`src/rtl/core/plsc_pkg.sv`:
```
// Shared types and constants of the light and shade controller.
// Holds field widths, register codes, reset values and the config struct.
// No dependencies.
package plsc_pkg;

    // Fixed-point position of the Q8.8 gains
    localparam int GAIN_FRACTION_BITS = 8;

    // Field widths
    localparam int LUX_W   = 16;
    localparam int GAIN_W  = 16;
    localparam int LIM_W   = 15;
    localparam int DUTY_W  = 16;
    localparam int ANG_W   = 12;
    localparam int STEP_W  = 8;
    localparam int POS_W   = 14;
    localparam int ERR_W   = LUX_W + 1;   // setpoint - measurement
    localparam int SUM_W   = 16;          // clamped error sum
    localparam int DER_W   = ERR_W + 1;   // change in error
    localparam int ACC_W   = 36;          // exact drive sum

    // Stream and config port widths
    localparam int S_DATA_W   = 32;
    localparam int M_DATA_W   = 40;
    localparam int CFG_IDX_W  = 8;
    localparam int CFG_DATA_W = 16;

    // Register indexes
    typedef enum logic [CFG_IDX_W-1:0] {
        REG_KP_GAIN        = 8'd0,
        REG_KI_GAIN        = 8'd1,
        REG_KD_GAIN        = 8'd2,
        REG_INTEGRAL_LIMIT = 8'd3,
        REG_DUTY_MAX       = 8'd4,
        REG_ANGLE_MAX      = 8'd5,
        REG_ANGLE_MIN      = 8'd6,
        REG_STEP_SIZE      = 8'd7
    } cfg_idx_t;

    // Reset values
    localparam logic [GAIN_W-1:0] KP_RESET        = 16'd1190;
    localparam logic [GAIN_W-1:0] KI_RESET        = 16'd768;
    localparam logic [GAIN_W-1:0] KD_RESET        = 16'd128;
    localparam logic [LIM_W-1:0]  LIM_RESET       = 15'd10000;
    localparam logic [DUTY_W-1:0] DUTY_MAX_RESET  = 16'd10000;
    localparam logic [ANG_W-1:0]  ANGLE_MAX_RESET = 12'd875;
    localparam logic [ANG_W-1:0]  ANGLE_MIN_RESET = 12'd20;
    localparam logic [STEP_W-1:0] STEP_RESET      = 8'd10;

    // Configuration as seen by the datapath
    typedef struct packed {
        logic [GAIN_W-1:0] kp_gain;
        logic [GAIN_W-1:0] ki_gain;
        logic [GAIN_W-1:0] kd_gain;
        logic [LIM_W-1:0]  integral_limit;
        logic [DUTY_W-1:0] duty_max;
        logic [ANG_W-1:0]  angle_max;
        logic [ANG_W-1:0]  angle_min;
        logic [STEP_W-1:0] step_size;
    } cfg_t;

endpackage

```
`src/rtl/core/plsc_cfg.sv`:
```
// Configuration register bank of the light and shade controller.
// Decodes indexed writes and masks each value to its register width.
// Depends on plsc_pkg.
module plsc_cfg
    import plsc_pkg::*;
(
    input  logic                  aclk,
    input  logic                  aresetn,
    input  logic                  cfg_valid,
    output logic                  cfg_ready,
    input  logic [CFG_IDX_W-1:0]  cfg_index,
    input  logic [CFG_DATA_W-1:0] cfg_data,
    output cfg_t                  cfg
);

    cfg_t cfg_reg;
    cfg_t cfg_next;

    // Always take a write word
    assign cfg_ready = 1'b1;
    assign cfg           = cfg_reg;

    // Decode the write; ignore indexes beyond the list
    always_comb begin
        cfg_next = cfg_reg;
        if (cfg_valid) begin
            case (cfg_idx_t'(cfg_index))
                REG_KP_GAIN:        cfg_next.kp_gain        = cfg_data[GAIN_W-1:0];
                REG_KI_GAIN:        cfg_next.ki_gain        = cfg_data[GAIN_W-1:0];
                REG_KD_GAIN:        cfg_next.kd_gain        = cfg_data[GAIN_W-1:0];
                REG_INTEGRAL_LIMIT: cfg_next.integral_limit = cfg_data[LIM_W-1:0];
                REG_DUTY_MAX:       cfg_next.duty_max       = cfg_data[DUTY_W-1:0];
                REG_ANGLE_MAX:      cfg_next.angle_max      = cfg_data[ANG_W-1:0];
                REG_ANGLE_MIN:      cfg_next.angle_min      = cfg_data[ANG_W-1:0];
                REG_STEP_SIZE:      cfg_next.step_size      = cfg_data[STEP_W-1:0];
                default:            cfg_next = cfg_reg;
            endcase
        end
    end

    // Hold the registers, load reset values
    always_ff @(posedge aclk) begin
        if (!aresetn) begin
            cfg_reg.kp_gain        <= KP_RESET;
            cfg_reg.ki_gain        <= KI_RESET;
            cfg_reg.kd_gain        <= KD_RESET;
            cfg_reg.integral_limit <= LIM_RESET;
            cfg_reg.duty_max       <= DUTY_MAX_RESET;
            cfg_reg.angle_max      <= ANGLE_MAX_RESET;
            cfg_reg.angle_min      <= ANGLE_MIN_RESET;
            cfg_reg.step_size      <= STEP_RESET;
        end else begin
            cfg_reg <= cfg_next;
        end
    end

endmodule

```
`config.mk`:
```
export PLATFORM = sky130hd
export DESIGN_NAME = plsc_cfg
export DESIGN_NICKNAME = d
export VERILOG_FILES = /design/src/rtl/core/plsc_pkg.sv /design/src/rtl/core/plsc_cfg.sv
export SDC_FILE = /design/constraint.sdc
export NUM_CORES = 1
export LEC_CHECK = 0
export BUFFER_PORTS_ARGS = -buffer_cell sky130_fd_sc_hd__buf_4
export CAP_MARGIN = 15
export CORE_MARGIN = 5
export CORE_UTILIZATION = 45
export DETAILED_ROUTE_END_ITERATION = 8
export PLACE_DENSITY = 0.87
export SYNTH_ARGS = -nofsm -noshare
export SYNTH_HDL_FRONTEND = slang
export SYNTH_SLANG_ARGS = --single-unit
```
`constraint.sdc`:
```
create_clock -name aclk -period 1.3 [get_ports aclk]
set_input_delay 0.195 -clock aclk [delete_from_list [all_inputs] [get_ports aclk]]
set_output_delay 0.195 -clock aclk [all_outputs]
set_load 0.02 [all_outputs]
```
# [After elaboration in Yosys (flattened, before gate mapping)]
# Index checks and enable logic that the tools add are counted.
[classes] n_eq_ne=7 reduce_logical=9
[ops] operator="equality test 8 x 3 -> 1 bit (second input constant)" count=4
[ops] operator="equality test 8 x 2 -> 1 bit (second input constant)" count=2
[ops] operator="AND reduction 2 bit" count=8
[ops] operator="equality test 8 x 1 -> 1 bit (second input constant)" count=1
[ops] operator="logical NOT 8 bit" count=1
[totals] ff_bits=111 inputBits=27 wordCells=24 output_inout_bits=112

# [Logic depth before layout (Yosys ltp)]
# Gate-level depths: netlist of the first run.
[logic_depth] word_depth=2 mapped_depth=6 ltp_nobuf=3

# [Worst setup path before layout of the first run]
# Ideal clock, no wire load.
[synth_timing] path_kind="input -> register" from="in cfg_index[5]" to="reg cfg_reg (netlist bit cfg[85])" n_path_buf=3 path_slack_ns=-0.007 cell_stages=6 arrival_time_ns=1.235 setup_ns=0.072 path_cell_list="nor4_4 > buf_6 > and3_1 > buf_6 > buf_12 > mux2i_1"
[synth_via] elab_chain_cells=2
[synth_lines] item="start, declared" line_no="plsc_cfg.sv:11" source="input logic [CFG_IDX_W-1:0] cfg_index,"
[synth_lines] item="equality test 8 x 1 -> 1 bit" line_no="plsc_cfg.sv:27" source="case (cfg_idx_t'(cfg_index))"
[synth_lines] item="AND reduction 2 bit (no source line)"
[synth_lines] item="end signal, assigned" line_no="plsc_cfg.sv:53" source="cfg_reg <= cfg_next;"
[synth_lines] item="end, declared" line_no="plsc_cfg.sv:16" source="cfg_t cfg_reg;"
# Every way passes these cells.
# A chain may end at the register's enable or synchronous reset.

# [Worst setup path in the final report of the first run]
[layout_timing] from="in cfg_index[5]" to="reg cfg_reg (netlist bit cfg[7])"
[layout_via] elab_chain_cells=2
[layout_lines] item="equality test 8 x 3 -> 1 bit" line_no="plsc_cfg.sv:27"
[layout_lines] item="AND reduction 2 bit (no source line)"
# Every way passes these cells.

==> impl_metrics.yaml, run 1 <==
synthesis:
  synth_warnings: 0
  syn_avg_cell_area_sq_um: 10.6
  synth_top_cell_area_share: 0.513
  syn_nets: 434
  synthCells: 407
  synth_edf_count: 0
  ys_seq_area_frac: 0.513
  netlist_area_sq_mm: 0.00433
  synth_top_cell_by_area: "dfxtp_1"
  synthTopCellsByArea: "dfxtp_1 (51%), mux2i_1 (26%), nand2_1 (8.5%), nor2b_1 (6.2%), buf_6 (1.3%)"
  synth_common_cells: "dfxtp_1 (111), mux2i_1 (111), nand2_1 (98)"
  synth_ff_type: "dfxtp_1"
  netlist-cell-type-count: 21
  ys_ff_latch: 111
  async_reset_ff_frac: 0
placed_design:
  port_buffers: 137
  finalWeightedCongestion: 0.755
  pre_cts_slack_ns: -0.196
  place_hpwl_mm: 8.52
die:
  core_region_area_sq_mm: 0.00933
  die_h_um: 108
  rows: 35
  initial_utilization: 0.464
  die-area_sq_mm: 0.0117
  ios: 139
  fp.dieW_um: 108
cells_and_area:
  finish.utilization: 0.620
  drive_above_1_share: 0.329
  fin_nets: 575
  final.fill_count: 796
  largest_register_ffs: 111
  antenna_cells: 0
  syn_to_final_growth_pct: 33.6
timing:
  fmax_mhz: 875
  final_hold_viol_count: 0
  setup_viol: 0
  finalCritPeriodShare: 0.879
  post-route-min-period_ns: 1.14
  rsz0062_at_grt: "no"
  fin_skew_ns: 0
  setup_ws_ns: 0.157
  slew_viol_final: 0
global_route:
  grt_overflow: 0
  antenna_found_initial: 0
  grt_pass1_vias: 3483
  grt_max_degree: 53
  grt_first_pass_wirelength_mm: 18.0
  grt_usage: 0.199
worst_setup_path:
  required_ns: 1.53
  worst_setup_path_start_kind: "primary input"
  crit_type: "in -> reg"
  crit-reg2reg-launch: "cfg[28]$_SDFFE_PN1P_"
  critPathMaxFanout: 7
  startpoint: "cfg_index[5]"
  end_kind: "flip-flop"
  worstPathArrival_ns: 1.37
clock_tree:
  clock_latency_ns: 0.36
  post_cts_buffers: 0
  hold_buffers: 0
  cts_resized: 0
  clockBufferDepth: 2
  cts_buffers: 9
  ctsRootBufferMaster: "clkbuf_8"
  clk_pin_slew_ns: 0.10
  clkSinkCount: 111
  cts_tree: "yes"
  htreeDepth: 3
power:
  power_density_mw_per_mm2: 980
  p_leak_nw: 2.87
  ir_worst_vdd_mv: 0.627
min_path:
  holdCritStartpoint: "cfg_data[3]"
  hp-class: "in -> reg"
routing:
  dr.first_iter.drc_count: 85
  post-route-drc-count: 0
  viasPerCell: 4.92
  wirelength_mm: 11.6
  drtPass1Iterations: 4
  wl_per_cell_um: 17.1
  vias: 3358
  ant_nets: 0
run:
  cap_violations: 0
outcome:
  status: "finished clean"
## cells in the final DEF (no fill, tap or decap)
master	n
inv_8	1
nor4_4	1
and3b_1	1
nor2_1	1
buf_12	9
nand2_1	98
mux2i_1	111
nand3_2	1
clkbuf_8	9
nor2b_1	43
conb_1	1
dfxtp_1	111
clkinv_2	2
clkinvlp_4	1
inv_6	2
nand3_1	1
nor3b_4	1
and3_1	3
and4_1	1
buf_4	149
nand4_2	2
nand3_4	3
clkinv_4	1
## path summary, 6_finish.rpt
path	endpoint	slack, ns	cells after the start
worst max register to register	cfg[28]$_SDFFE_PN1P_	0.61	2
worst max-delay path	cfg[7]$_SDFFE_PN0P_	0.16	6
worst min register to register	cfg[49]$_SDFFE_PN0P_	0.47	2
worst min-delay path	cfg[3]$_SDFFE_PN1P_	0.11	3
## power by group
part           switching [mW]  total, mW  internal (mW)
sequential            0.00254       3.41           3.40
combinational           0.198      0.331          0.133
clock                    1.21       1.93          0.723
total                    1.41       5.67           4.26
## per-stage QoR
stage | power (mW) | area [sq um] | setup TNS, ns | hold slack [ns] | instances
after floorplan | 3.64 | 4330 | -0.0708 | 0.361 | 407
after global placement | 3.81 | 5610 | -9.12 | 0.443 | 666
after detailed placement | 3.81 | 5610 | -13.41 | 0.451 | 666
after CTS | 5.69 | 5790 | 0 | 0.0939 | 682
after global routing | 5.89 | 5790 | 0 | 0.0994 | 682
final | 5.67 | 5790 | 0 | 0.110 | 682
## layout make-up
class / instances / area [sq um] / area share
Clock buffer: 9 / 124 / 0.0214
Clock inverter: 7 / 55.1 / 0.00952
Multi-Input combinational cell: 268 / 1920 / 0.333
Sequential cell: 111 / 2220 / 0.384
Tap cell: 129 / 161 / 0.0279
Timing Repair Buffer: 158 / 1300 / 0.224
## metal layers
metal,wire length [um],GRT usage
met1,4930,0.236
met2,5850,0.353
met3,651,0.0490
met4,199,0.0667
met5,0,0
## logic make-up (layout without fill, tap and decap cells)
logic type | after synthesis | after routing | synth area share
DFF | 111 | 111 | 0.513
and+or+nand+nor | 156 | 156 | 0.187
muxes | 111 | 111 | 0.257
other | 1 | 1 | 0.000866
buffers and inverters | 28 | 174 | 0.0427
## critical path: stages
cell	delay, ns
buf_4	0.12
nor4_4	0.35
buf_4	0.26
nand4_2	0.13
buf_4	0.19
mux2i_1	0.12
Power figures use the tool's default switching activity.
==> run 2, diff against run 1 <==
--- a/config.mk
+++ b/config.mk
@@ -8,9 +8,11 @@
 export BUFFER_PORTS_ARGS = -buffer_cell sky130_fd_sc_hd__buf_4
 export CAP_MARGIN = 15
 export CORE_MARGIN = 5
-export CORE_UTILIZATION = 45
+export CORE_UTILIZATION = 47
+export CTS_BUF_LIST = sky130_fd_sc_hd__clkbuf_8
 export DETAILED_ROUTE_END_ITERATION = 8
-export PLACE_DENSITY = 0.87
+export GPL_TIMING_DRIVEN = 1
+export PLACE_DENSITY = 0.9
 export SYNTH_ARGS = -nofsm -noshare
 export SYNTH_HDL_FRONTEND = slang
 export SYNTH_SLANG_ARGS = --single-unit
==> run 2 against run 1 <==
Effect of this change:
- routed wire length down 0.12%
- hold slack worse by 0.010 ns
- cell count down 1.9%
- total power up 0.35%
- setup slack better by 0.043 ns
- non-clock buffer count up 5
- sequential share of layout area down 0.43 points
- register-to-register slack about the same
- clock skew unchanged
- flip-flop and latch count unchanged
- die area down 3.9%
- fmax up 3.9%
- largest power group unchanged
==> impl_metrics.yaml, run 2 (synthesis results as in run 1) <==
worst_setup_path:
  ff2ff_setup_slack_ns: 0.60
  cpLargestDelayFamily: "flip-flops"
  crit_type: "reg -> out"
  worstPathArrival_ns: 0.90
  crit_path_cell_trace: "buf_4"
  crit_path_top_delay_cell: "dfxtp_1"
  worst_setup_path_start_kind: "flip-flop"
  end_kind: "output pin"
  critPathBufInv: 1
  critPathMaxFanout: 2
  cpPeakStageDelay_ns: 0.37
  required_ns: 1.11
cells_and_area:
  fin_nets: 580
  final_cell_mix: "buf_4 (150), mux2i_1 (111), dfxtp_1 (111)"
  layout_commonest_cell: "buf_4"
  antenna_cells: 0
  largest_register_ffs: 111
  drive_above_1_share: 0.335
  final_cell_area_sq_mm: 0.00585
  syn_to_final_growth_pct: 35.1
  finish.utilization: 0.642
timing:
  rsz0062_at_grt: "no"
  slew_viol_final: 0
  final_hold_viol_count: 0
  post-route-min-period_ns: 1.10
  finalCritPeriodShare: 0.846
  setup_viol: 0
  fmax_mhz: 909
  fin_skew_ns: 0
die:
  core_region_area_sq_mm: 0.00911
  ios: 139
  die_h_um: 106
  rows: 35
  die-area_sq_mm: 0.0112
  fp.dieW_um: 106
  initial_utilization: 0.476
clock_tree:
  htreeDepth: 3
  post_cts_buffers: 0
  clkSinkCount: 111
  hold_buffers: 0
  ctsRootBufferMaster: "clkbuf_8"
  cts_buffers: 9
  clock_latency_ns: 0.37
  cts_resized: 0
  clockBufferDepth: 2
  clk_pin_slew_ns: 0.10
  cts_tree: "yes"
placed_design:
  port_buffers: 137
  finalWeightedCongestion: 0.801
  place_hpwl_mm: 8.57
  placed_area_sq_mm: 0.00567
routing:
  viasPerCell: 5.04
  wl_per_cell_um: 17.4
  vias: 3372
  wirelength_mm: 11.6
  dr.first_iter.drc_count: 124
  ant_nets: 0
  post-route-drc-count: 0
  drtPass1Iterations: 4
power:
  pwr-share-seq: 0.599
  power_density_mw_per_mm2: 972
  p_sw_mw: 1.43
  p_int_mw: 4.26
  ir_worst_vdd_mv: 0.615
  combPwrFrac: 0.059
  p_leak_nw: 2.91
  total_power_mw: 5.69
  switching_share: 0.251
  p_clk_frac: 0.343
global_route:
  antenna_found_initial: 0
  grt_max_degree: 46
  grt_usage: 0.205
  grt_first_pass_wirelength_mm: 18.0
  grt_overflow: 0
  grt_pass1_vias: 3392
outcome:
  status: "finished clean"
run:
  cap_violations: 0
min_path:
  hp-class: "in -> reg"
[run 2: worst paths after layout]
kind	start	endpoint	depth (start not counted)
worst max register to register	cfg[41]$_SDFFE_PN1P_	cfg[41]$_SDFFE_PN1P_	2
worst min register to register	cfg[83]$_SDFFE_PN0P_	cfg[83]$_SDFFE_PN0P_	2
worst min-delay path	cfg_data[13]	cfg[45]$_SDFFE_PN1P_	3
worst max-delay path	cfg[30]$_SDFFE_PN0P_	cfg[30]	1
[run 2: layout make-up]
class | instances | area [sq um]
fill | 715 | 3260
sequential | 111 | 2220
multi-input combinational | 268 | 1920
timing repair buffer | 163 | 1390
tap | 111 | 139
clock buffer | 9 | 124
clock inverter | 7 | 55.1
[run 2: power groups by stage]
stage	sequential, mW	combinational, mW	clock [mW]
2_1_floorplan	3.49	0.154	0
3_3_place_gp	3.48	0.326	0
3_5_place_dp	3.48	0.332	0
4_1_cts	3.41	0.334	1.97
5_1_grt	3.41	0.357	2.12
6_report	3.41	0.334	1.95
[run 2: stage by stage]
step                      TNS, ns  hold slack (ns)  cells  setup WS [ns]
after floorplan           -0.0708            0.361    407       -0.00712
after global placement      -9.70            0.443    653         -0.138
after detailed placement   -11.34            0.447    653         -0.177
after CTS                       0           0.0956    669          0.191
after global routing            0            0.106    669          0.160
final                           0           0.0999    669          0.200
[run 2: metal layers]
| metal | global-route usage | up-vias | routed length [um] |
|---|---|---|---|
| met5 | 0 | - | 0 |
| met4 | 0.0722 | 0 | 255 |
| met3 | 0.0589 | 21 | 805 |
| met2 | 0.352 | 124 | 5630 |
| met1 | 0.245 | 1595 | 4930 |
| li1 | - | 1632 | - |
